<file path="config.mk">
export PLATFORM = sky130hd
export DESIGN_NAME = ppp_async_hdlc_deframer
export DESIGN_NICKNAME = d
export VERILOG_FILES = /design/src/design/ahdlc_pkg.sv /design/src/design/ahdlc_core.sv /design/src/design/ppp_async_hdlc_deframer.sv
export SDC_FILE = /design/constraint.sdc
export NUM_CORES = 1
export LEC_CHECK = 0
export ABC_AREA = 1
export ABC_CLOCK_PERIOD_IN_PS = 7500
export BUFFER_PORTS_ARGS = -buffer_cell sky130_fd_sc_hd__buf_2
export CORE_AREA = 2 2 52 54
export CTS_BUF_LIST = sky130_fd_sc_hd__clkbuf_4
export DETAILED_ROUTE_END_ITERATION = 8
export DIE_AREA = 0 0 54 56
export PLACE_DENSITY = 0.85
export SYNTH_ARGS = -nofsm -noshare
export SYNTH_HDL_FRONTEND = slang
export SYNTH_HIERARCHICAL = 1
export SYNTH_SLANG_ARGS = --single-unit
</file>
<file path="constraint.sdc">
create_clock -name i_clk -period 7.5 [get_ports i_clk]
set_input_delay 1.125 -clock i_clk [delete_from_list [all_inputs] [get_ports i_clk]]
set_output_delay 1.125 -clock i_clk [all_outputs]
set_load 0.02 [all_outputs]
</file>
<file path="src/design/ahdlc_pkg.sv">
package ahdlc_pkg;

    localparam int CHANNELS = 2;

    localparam logic [7:0] FLAG_BYTE = 8'h7E;
    localparam logic [7:0] ESC_BYTE  = 8'h7D;
    localparam logic [7:0] ESC_XOR   = 8'h20;
    localparam logic [7:0] ADDR_BYTE = 8'hFF;
    localparam logic [7:0] CTRL_BYTE = 8'h03;

    localparam logic [1:0] POS_EMPTY = 2'd0;
    localparam logic [1:0] POS_ADDR  = 2'd1;
    localparam logic [1:0] POS_CTRL  = 2'd2;
    localparam logic [1:0] POS_BODY  = 2'd3;

    typedef struct packed {
        logic       escape_pending;
        logic [1:0] frame_position;
        logic       header_all_stripped;
    } t_chan_state;

    typedef struct packed {
        logic       emit;
        logic       out_channel;
        logic [7:0] frame_byte;
        logic       frame_end;
    } t_result;

endpackage

</file>
<file path="src/design/ahdlc_core.sv">
module ahdlc_core (
    input  logic                i_clk,
    input  logic                i_rst_n,
    input  logic                i_en,
    input  logic                i_channel,
    input  logic [7:0]          i_raw_byte,
    input  logic                i_strip_header,
    output ahdlc_pkg::t_result  o_result
);
    import ahdlc_pkg::*;

    t_chan_state r_state [CHANNELS];
    t_chan_state cur;
    t_chan_state n_cur;
    logic        chan_ok;
    logic        take;
    logic [7:0]  d;
    logic        drop;

    assign chan_ok = ({31'b0, i_channel} < 32'(CHANNELS));
    assign cur     = r_state[i_channel];

    always_comb begin
        n_cur               = cur;
        take                = 1'b0;
        d                   = i_raw_byte;
        drop                = 1'b0;
        o_result.emit        = 1'b0;
        o_result.out_channel = i_channel;
        o_result.frame_byte  = i_raw_byte;
        o_result.frame_end   = 1'b0;

        if (i_raw_byte == FLAG_BYTE) begin
            n_cur.escape_pending = 1'b0;
            if (cur.frame_position != POS_EMPTY) begin
                n_cur.frame_position      = POS_EMPTY;
                n_cur.header_all_stripped = 1'b0;
                o_result.emit             = 1'b1;
                o_result.frame_end        = 1'b1;
            end else begin
                take = 1'b1;
            end
        end else if (cur.escape_pending) begin
            n_cur.escape_pending = 1'b0;
            d    = i_raw_byte ^ ESC_XOR;
            take = 1'b1;
        end else if (i_raw_byte == ESC_BYTE) begin
            n_cur.escape_pending = 1'b1;
        end else begin
            take = 1'b1;
        end

        if (take) begin
            unique case (cur.frame_position)
                POS_EMPTY: drop = i_strip_header && (d == FLAG_BYTE);
                POS_ADDR:  drop = cur.header_all_stripped && (d == ADDR_BYTE);
                POS_CTRL:  drop = cur.header_all_stripped && (d == CTRL_BYTE);
                POS_BODY:  drop = 1'b0;
                default:   drop = 1'b0;
            endcase
            if (cur.frame_position != POS_BODY) begin
                n_cur.header_all_stripped = drop;
                n_cur.frame_position      = cur.frame_position + 2'd1;
            end
            o_result.emit       = !drop;
            o_result.frame_byte = d;
        end

        if (!chan_ok) begin
            o_result.emit = 1'b0;
        end
    end

    always_ff @(posedge i_clk) begin
        if (!i_rst_n) begin
            for (int k = 0; k < CHANNELS; k++) begin
                r_state[k] <= '0;
            end
        end else if (i_en && chan_ok) begin
            r_state[i_channel] <= n_cur;
        end
    end

endmodule

</file>
<file path="src/design/ppp_async_hdlc_deframer.sv">
// Destuffs PPP asynchronous HDLC bytes for two channels, one byte per clock
// unless the output stalls. Each accepted item passes an input register, a
// per-channel state lookup and update, and an output register, and items
// stream at one per cycle while the output is taken. Escape bytes and
// stripped header bytes give no result. The user must write the strip_header
// register only while the block is idle; the block itself does not enforce it.
module ppp_async_hdlc_deframer (
    input  logic       i_clk,
    input  logic       i_rst_n,
    input  logic       i_valid,
    output logic       o_ready,
    input  logic       i_channel,
    input  logic [7:0] i_raw_byte,
    output logic       o_valid,
    input  logic       i_ready,
    output logic       o_out_channel,
    output logic [7:0] o_frame_byte,
    output logic       o_frame_end,
    input  logic       i_cfg_we,
    input  logic       i_cfg_data
);
    import ahdlc_pkg::*;

    logic       r_strip_header;
    logic       r_in_valid;
    logic       r_in_channel;
    logic [7:0] r_in_byte;
    logic       r_out_valid;
    logic       r_out_channel;
    logic [7:0] r_out_byte;
    logic       r_out_end;
    logic       advance;
    t_result    result;

    assign advance = r_in_valid && (!r_out_valid || i_ready);
    assign o_ready = !r_in_valid || advance;

    ahdlc_core u_core (
        .i_clk          (i_clk),
        .i_rst_n        (i_rst_n),
        .i_en           (advance),
        .i_channel      (r_in_channel),
        .i_raw_byte     (r_in_byte),
        .i_strip_header (r_strip_header),
        .o_result       (result)
    );

    always_ff @(posedge i_clk) begin
        if (!i_rst_n) begin
            r_strip_header <= 1'b0;
        end else if (i_cfg_we) begin
            r_strip_header <= i_cfg_data;
        end
    end

    always_ff @(posedge i_clk) begin
        if (!i_rst_n) begin
            r_in_valid <= 1'b0;
        end else if (o_ready) begin
            r_in_valid <= i_valid;
        end
    end

    always_ff @(posedge i_clk) begin
        if (o_ready && i_valid) begin
            r_in_channel <= i_channel;
            r_in_byte    <= i_raw_byte;
        end
    end

    always_ff @(posedge i_clk) begin
        if (!i_rst_n) begin
            r_out_valid <= 1'b0;
        end else if (advance) begin
            r_out_valid <= result.emit;
        end else if (i_ready) begin
            r_out_valid <= 1'b0;
        end
    end

    always_ff @(posedge i_clk) begin
        if (advance && result.emit) begin
            r_out_channel <= result.out_channel;
            r_out_byte    <= result.frame_byte;
            r_out_end     <= result.frame_end;
        end
    end

    assign o_valid       = r_out_valid;
    assign o_out_channel = r_out_channel;
    assign o_frame_byte  = r_out_byte;
    assign o_frame_end   = r_out_end;

endmodule
</file>
# Word level (Yosys, flattened, before mapping)
# Memories as Yosys holds them, arrays and structs flattened. A register that Yosys moved wholly into a read port is not among the register bits.
# Cells that the tools add are included.
[word_totals]
register_bits = 22
ramBits = 8
inputBits = 15
word_cells = 64
memories = 1
[mem_list]
columns = ["memory", "words", "word_bits", "rd", "rd_ports_with_merged_regs", "write_ports", "line_no", "source"]
rows = [
  ["u_core.r_state", 2, 4, 1, 1, 2, "ahdlc_core.sv:12", "t_chan_state r_state [CHANNELS];"],
]
[classes]
n_addsub = 1
n_eq_ne = 9
mux = 29
n_bitwise = 1
n_reduce_logical = 15
[ops]
columns = ["op", "n"]
rows = [
  ["8-bit by 7-bit equality test with 1-bit output, second input constant", 3],
  ["1-bit two-way mux", 20],
  ["6-bit two-way mux", 3],
  ["3-bit two-way mux", 4],
  ["8-bit by 2-bit equality test with 1-bit output, second input constant", 1],
  ["8-bit equality test, second input constant", 1],
  ["1-bit logical AND", 6],
  ["2-bit equality test, second input constant", 2],
  ["4-bit two-way mux", 1],
  ["1-bit case mux with 4 select lines", 1],
  ["2-bit nonzero test", 2],
  ["4-bit OR reduction", 1],
  ["1-bit logical NOT", 3],
  ["2-bit by 1-bit adder with 2-bit output, second input constant", 1],
  ["2-bit by 1-bit equality test with 1-bit output, second input constant", 1],
  ["2-bit logical NOT", 1],
  ["1-bit logical OR", 2],
  ["2-bit inequality test, second input constant", 1],
  ["1-bit NOT", 1],
]

# Longest topological paths before layout
# Gate-level depths: netlist of the first run.
[depth]
word_depth = 10
depth_mapped = 17
ltp_nobuf = 17

# Modules after synthesis
# Netlist of the first run, hierarchy kept.
[by_module_without_submodules]
columns = ["module", "instances", "cells_per_inst", "area_per_inst_um2"]
rows = [
  ["ahdlc_core", 1, 97, 752.0],
  ["ppp_async_hdlc_deframer", 1, 40, 711.9],
]

# Worst setup path before layout of the first run
# Ideal clock, no wire load.
[synth_timing]
kind = "flip-flop to flip-flop"
from = "register, netlist name r_in_channel"
to = "register r_out_byte[0], in the netlist o_frame_byte[0] (enable)"
setup_ns = 0.390
arrival_ns = 2.532
t_required_ns = 7.110
path_slack_ns = 4.579
stages_incl_launch_ff = 16
path_buffers = 0
synth_period_minus_slack_ns = 2.921
cell_sequence = "edfxtp_1 -> inv_2 -> or2_1 -> o21ai_0 -> ha_1 -> inv_1 -> nor2_1 -> nand3_1 -> nor2_1 -> nand2_1 -> a21oi_1 -> nand2_1 -> nand2_1 -> o21ai_0 -> inv_1 -> nor3_1"
[synth_rtl]
columns = ["element", "line_no", "source"]
rows = [
  ["to (signal assigned)", "ppp_async_hdlc_deframer.sv:84", "r_out_byte <= result.frame_byte;"],
  ["to (decl)", "ppp_async_hdlc_deframer.sv:30", "logic [7:0] r_out_byte;"],
]

==> metrics.md, run 1 <==
| Metric | Value |
|---|---|
| Hold EP | `o_frame_byte[2]` |
| Period Utilization, post-route | `between 40% and 50%` |
| DRC viols | `0` |
| Final Net Count | `~180` |
| Syn Std Cell Area | `~0.0015 mm^2` |
| Post-route worst setup slack | `approximately 4.0 ns` |
| Clock-pin slew on the worst setup and hold paths | `approximately 0.090 ns` |
| Initial antenna violation count | `0` |
| Dpl cell area | `between 0.0015 and 0.002 mm^2` |
| Number of synthesized register bits | `30` |
| Seq/Total Area, Yosys | `around 59%` |
| Hold_buf cts | `0` |
| Gp weighted congestion | `between 0.8 and 0.9` |
| Non-filler cells, final | `a little under 200` |
| Worst slew pin tran | `about 1.2 ns` |
| Pins over their slew limit | `0` |
| F_max | `288 MHz` |
| Reg-to-reg startpoint | `r_in_channel` |
| Worst-Skew Late Latency | `roughly 0.33 ns` |
| Post-CTS Setup Inserts | `0` |
| Fill count | `~190` |
| Root buffer cell | `clkbuf_4` |
| Setup TNS | `0 ns` |
| Routed length on met3 | `between 150 and 200 um` |
| Peak VDD IR | `about 0.17 mV` |
| Synthesized net count | `~160` |
| Post-cts resize count | `0` |
| Vias in the first global route | `973` |
| H-tree Lvls | `2` |
| Drt wl/cell | `about 13 um` |
| Power Density | `approximately 200 mW/mm^2` |
| Vias per Instance | `between 5 and 6` |
| # rows | `18` |
| CP required | `about 7.4 ns` |
| Pin count of the biggest net entering global routing | `11` |
| Hold-critical path depth | `0` |
| Core area | `0.00243 mm^2` |
| Yosys cell types | `25` |
| Max clock buf depth | `2` |
| Leak pwr | `approximately 0.74 nW` |
| Final wirelength | `between 2000 and 2500 um` |
| DIE AREA | `slightly above 0.003 mm^2` |
| Mapped Cells | `137` |
| Synthesized area per cell | `between 10 and 15 um^2` |
| R2r setup slk | `about 4.0 ns` |
| Crit path max fanout | `10` |
| Status | `completed` |
| Total Routing Usage GR | `between 10% and 20%` |
| Top sig layer | `met4` |
| GRT overflow | `0` |
| Fin area | `0.00163 mm^2` |
| Via count | `~1k` |
| Critical path type | `reg -> reg` |
| Hold path startpoint | `r_in_byte[2]` |
| Fin crit period | `roughly 3.5 ns` |
| Dpl cells | `roughly 190` |
| Die span in y | `~56 um` |
| Num ports | `27` |
| Yosys warns | `6` |
| R2R cell count | `13` |
| Final Hold Vio Count | `0` |
| FF-to-FF End | `o_out_channel` |
| Drt pass-1 iters | `5` |
| Initial DRC count | `47` |
| Worst path arrival time | `around 3.4 ns` |
| Fraction of layout cells with a size suffix above 1 | `between 20% and 30%` |
| CTS Sinks | `30` |
| Antenna diode count | `0` |
| HPWL after DPL | `1940 um` |
| Met2 WL | `around 1200 um` |
| Area grow syn2layout | `11.0%` |
| CTS tree | `yes` |
| Fin Clk Skew | `0.00923 ns` |
| Final setup vio count | `0` |
| Post-DRT Antenna Nets | `0` |
| RSZ-0062 raised after global routing | `no` |
| Port bufs | `26` |
| Worst min-delay path category | `reg -> reg` |
| Rel. slew slack | `between 15 and 20%` |
| Chip width | `approximately 54 um` |
| Initial Utilization | `approximately three fifths` |
| CTS Buf Count | `5` |
| Max_cap viols | `0` |
| Core Util, Final | `about two thirds` |
| First-pass GRT wire length | `3930 um` |
| Setup crit end kind | `flip-flop` |
| Type of origin of the critical path | `flip-flop` |
| Pre-CTS setup slack | `4.04 ns` |
| Wl on met1 | `about 950 um` |
power by group:
part | switching, W | leakage, nW | internal [W] | total [W]
sequential | 0.00000491 | 0.289 | 0.000192 | 0.000197
clock | 0.0000510 | 0.0331 | 0.0000387 | 0.0000897
combinational | 0.0000247 | 0.413 | 0.0000134 | 0.0000381
critical path, cell delays in order, from the launching register on:
cell,delay [ns]
edfxtp_1,0.50
o21ai_0,0.58
ha_1,0.35
inv_1,0.07
nor2_1,0.04
nand3_1,0.07
nor2_1,0.05
nand2_1,0.07
a21oi_1,0.04
nand2_1,0.06
nand2_1,0.06
o21ai_0,0.14
inv_1,0.08
nor3_1,0.97
how the worst max path moves through the flow:
stage                             from         endpoint  cells past startpoint
after floorplan           r_in_channel  o_frame_byte[0]                     15
after global placement    r_in_channel  o_frame_byte[2]                     15
after detailed placement  r_in_channel  o_frame_byte[3]                     13
after CTS                 r_in_channel    o_out_channel                     13
after global routing      r_in_channel    o_out_channel                     13
final                     r_in_channel    o_out_channel                     13
stage by stage:
step	power (W)	hold slack [ns]
after floorplan	0.000228	0.501
after global placement	0.000236	0.468
after detailed placement	0.000238	0.465
after CTS	0.000326	0.479
after global routing	0.000340	0.501
final	0.000325	0.476
cell usage in the layout (no fill, tap or decap), drive strengths merged:
master,netlist,final
a21boi,1,1
a21oi,6,6
buf,8,26
clkbuf,0,6
clkinv,0,2
dfxtp,3,3
edfxtp,27,27
ha,4,4
inv,22,22
nand2,24,24
nand3,10,10
nand3b,2,2
nand4,1,1
nor2,14,14
nor3,3,3
o21ai,9,9
or2,3,3
area by class of cell:
type / instances / area (um^2) / area share, %
sequential: 30 / 871 / 53.6
multi-input combinational: 77 / 448 / 27.6
timing repair buffer: 26 / 130 / 8.01
inverter: 22 / 85.1 / 5.23
clock buffer: 6 / 45.0 / 2.77
tap: 30 / 37.5 / 2.31
clock inverter: 2 / 8.76 / 0.539
logic make-up (layout without fill, tap and decap cells):
| kind of cell | count (synthesis) | count (layout) | share of synthesized area, % |
|---|---|---|---|
| and+or+nand+nor | 57 | 57 | 21.3 |
| adders and majority gates | 4 | 4 | 3.42 |
| AOI/OAI and AO/OA | 16 | 16 | 5.90 |
| buffers and inverters | 30 | 56 | 9.91 |
| DFF | 30 | 30 | 59.5 |
flip-flops by register name, summed over array words and instances (netlist names):
name and cells:
o_valid 1, u_core/r_state 8, r_strip_header 1, r_in_channel 1
o_frame_end 1, o_frame_byte 8, o_out_channel 1, r_in_valid 1
r_in_byte 8
cells in the mapped netlist (all sizes together):
cell type,n,share of area [%]
o21ai,9,3.1
nand4,1,0.43
dfxtp,3,4.1
nor3,3,1.0
ha,4,3.4
or2,3,1.3
nand2,24,7.2
nand3,10,3.8
a21boi,1,0.77
nor2,14,5.7
a21oi,6,2.1
inv,22,5.8
nand3b,2,1.9
edfxtp,27,55
buf,8,4.1
layer usage:
metal / global-route usage [%] / up-vias
li1: - / 497
met1: 22.4 / 451
met2: 27.4 / 46
met3: 6.45 / 14
met4: 14.6 / 0
met5: 0 / -
Power figures use the tool's default switching activity.
==> run 2, diff against run 1 <==
--- a/config.mk
+++ b/config.mk
@@ -6,13 +6,13 @@
 export NUM_CORES = 1
 export LEC_CHECK = 0
 export ABC_AREA = 1
-export ABC_CLOCK_PERIOD_IN_PS = 7500
+export ABC_CLOCK_PERIOD_IN_PS = 3610
 export BUFFER_PORTS_ARGS = -buffer_cell sky130_fd_sc_hd__buf_2
-export CORE_AREA = 2 2 52 54
+export CORE_AREA = 2 2 54 56
 export CTS_BUF_LIST = sky130_fd_sc_hd__clkbuf_4
 export DETAILED_ROUTE_END_ITERATION = 8
-export DIE_AREA = 0 0 54 56
-export PLACE_DENSITY = 0.85
+export DIE_AREA = 0 0 56 58
+export PLACE_DENSITY = 0.79
 export SYNTH_ARGS = -nofsm -noshare
 export SYNTH_HDL_FRONTEND = slang
 export SYNTH_HIERARCHICAL = 1
==> constraint.sdc (replaced) <==
create_clock -name i_clk -period 3.61 [get_ports i_clk]
set_input_delay 0.5415 -clock i_clk [delete_from_list [all_inputs] [get_ports i_clk]]
set_output_delay 0.5415 -clock i_clk [all_outputs]
set_load 0.02 [all_outputs]
==> metrics.md, run 2 (synthesized netlist as in run 1, its figures left out) <==
| Metric | Value |
|---|---|
| Status | `completed (unchanged)` |
| Drt wl/cell | `13.3 um (was 12.7 um)` |
| Chip width | `56 um (was 54 um)` |
| Vias in the first global route | `1040 (was 973)` |
| GRT overflow | `0 (unchanged)` |
| Crit-path cells | `o21ai_0 > ha_1 > inv_1 > nor2_1 > nand3_1 > nor2_1 > nand2_1 > a21oi_1 > nand2_1 > nand2_1 > o21ai_0 > inv_1 > nor3_1 > buf_4 (was o21ai_0 > ha_1 > inv_1 > nor2_1 > nand3_1 > nor2_1 > nand2_1 > a21oi_1 > nand2_1 > nand2_1 > o21ai_0 > inv_1 > nor3_1)` |
| Setup TNS | `0 ns (unchanged)` |
| Worst path top cell family by delay | `compound AO/OA/AOI/OAI gates (was simple AND/OR/NAND/NOR gates)` |
| CP peak stage delay | `0.51 ns (was 0.97 ns)` |
| Root buffer cell | `clkbuf_4 (unchanged)` |
| Worst min-delay path category | `in -> reg (was reg -> reg)` |
| DIE AREA | `0.00325 mm^2 (was 0.00302 mm^2)` |
| Core area | `0.00266 mm^2 (was 0.00243 mm^2)` |
| PnR Total Power | `0.000679 W (was 0.000325 W)` |
| Crit path max-delay cell type | `edfxtp_1 (was nor3_1)` |
| Fin Clk Skew | `0.00653 ns (was 0.00923 ns)` |
| Final wirelength | `2590 um (was 2450 um)` |
| Post-DRT Antenna Nets | `0 (unchanged)` |
| Final Hold Vio Count | `0 (unchanged)` |
| F_max | `359 MHz (was 288 MHz)` |
| Hold_buf cts | `0 (unchanged)` |
| Final setup vio count | `0 (unchanged)` |
| First-pass GRT wire length | `4400 um (was 3930 um)` |
| Drt pass-1 iters | `4 (was 5)` |
| Power Density | `416 mW/mm^2 (was 200 mW/mm^2)` |
| Worst slew pin tran | `0.555 ns (was 1.23 ns)` |
| Fin crit period | `2.79 ns (was 3.47 ns)` |
| Area grow syn2layout | `11.6% (was 11.0%)` |
| Leak pwr | `0.741 nW (was 0.736 nW)` |
| Pre-CTS setup slack | `0.859 ns (was 4.04 ns)` |
| Max_cap viols | `0 (unchanged)` |
| HPWL after DPL | `2010 um (was 1940 um)` |
| H-tree Lvls | `2 (unchanged)` |
| CP required | `3.66 ns (was 7.44 ns)` |
| Clock-pin slew on the worst setup and hold paths | `0.09 ns (about the same)` |
| CTS tree | `yes (unchanged)` |
| Setup crit end kind | `flip-flop (unchanged)` |
| Port bufs | `26 (unchanged)` |
| Worst path arrival time | `2.83 ns (was 3.41 ns)` |
| Die span in y | `58 um (was 56 um)` |
| Fraction of layout cells with a size suffix above 1 | `29.9% (was 29.4%)` |
| Rel. slew slack | `62.6% (was 17.1%)` |
| Initial antenna violation count | `0 (unchanged)` |
| Critical path type | `reg -> reg (unchanged)` |
| Via count | `1028 (was 1008)` |
| Initial DRC count | `41 (was 47)` |
| Post-cts resize count | `0 (unchanged)` |
| Post-route worst setup slack | `0.823 ns (was 4.03 ns)` |
| RSZ-0062 raised after global routing | `no (unchanged)` |
| Peak VDD IR | `0.327 mV (was 0.168 mV)` |
| CTS Buf Count | `5 (unchanged)` |
| Core Util, Final | `61.4% (was 66.8%)` |
| Crit path max fanout | `10 (unchanged)` |
| Post-CTS Setup Inserts | `0 (unchanged)` |
| Initial Utilization | `55.0% (was 60.2%)` |
| Gp weighted congestion | `0.811 (was 0.859)` |
| Type of origin of the critical path | `flip-flop (unchanged)` |
| Total Routing Usage GR | `18.4% (was 18.9%)` |
| Worst Path Buf+Inv | `3 (was 2)` |
| Vias per Instance | `5.27 (was 5.22)` |
| Final hold slack | `0.371 ns (was 0.476 ns)` |
| # rows | `19 (was 18)` |
| Antenna diode count | `0 (unchanged)` |
| Max clock buf depth | `2 (unchanged)` |
| DRC viols | `0 (unchanged)` |
| Final Net Count | `182 (was 181)` |
| Pins over their slew limit | `0 (unchanged)` |
| Most frequent cell on the critical path | `nand2_1 (unchanged)` |
| CTS Sinks | `30 (unchanged)` |
| Most frequent cells in the layout | `edfxtp_1 (27), buf_2 (26), nand2_1 (20), inv_1 (18), nor2_1 (11) (unchanged)` |
| Pin count of the biggest net entering global routing | `11 (unchanged)` |
| Period Utilization, post-route | `77.2% (was 46.3%)` |
| Most common cell after layout, fill and taps aside | `edfxtp_1 (unchanged)` |
| Worst-Skew Late Latency | `0.34 ns (was 0.33 ns)` |
| Num ports | `27 (unchanged)` |
[run 2: cell types whose count changed in the layout (fill, tap and decap cells not counted), sizes merged]
cell	before	now
buf	26	27
[run 2: routing by layer]
layer / global-route usage (%) / part of all wire [%] / vias to the layer above
met5: 0 / 0 / -
met4: 7.82 / 2.4 / 0
met3: 6.92 / 7.3 / 8
met1: 19.7 / 39 / 479
met2: 32.8 / 52 / 42
li1: - / - / 499
[run 2: worst paths after layout]
path / start / to / slack, ns / cells after the start
max: r_in_channel / o_frame_byte[2] / 0.82 / 14
max reg2reg: r_in_channel / o_frame_byte[2] / 0.82 / 14
min: i_raw_byte[0] / r_in_byte[0] / 0.37 / 1
min reg2reg: r_in_byte[6] / o_frame_byte[6] / 0.50 / 0
[run 2: cell type report]
cell class	instances	area (um^2)
Timing Repair Buffer	27	138
Tap cell	31	38.8
Clock inverter	2	8.76
Clock buffer	6	45.0
Inverter	22	85.1
Sequential cell	30	871
Multi-Input combinational cell	77	448
Fill cell	225	1030
[run 2: worst reg2reg max path, cell delays in order (launching register included)]
cell and delay [ns]:
edfxtp_1 0.51, o21ai_0 0.51, ha_1 0.33, inv_1 0.08, nor2_1 0.05, nand3_1 0.07, nor2_1 0.05, nand2_1 0.08
a21oi_1 0.04, nand2_1 0.06, nand2_1 0.06, o21ai_0 0.15, inv_1 0.09, nor3_1 0.20, buf_4 0.22
[run 2: power by group]
group          total [W]  switching, W  internal [W]
sequential      0.000409     0.0000100      0.000399
clock           0.000190      0.000109     0.0000803
combinational  0.0000807     0.0000521     0.0000286
[run 2: stage by stage]
stage / cells / instance area (um^2)
floorplan: 137 / 1460
global placement: 187 / 1580
detailed placement: 187 / 1580
CTS: 195 / 1630
global route: 195 / 1630
finish: 195 / 1630
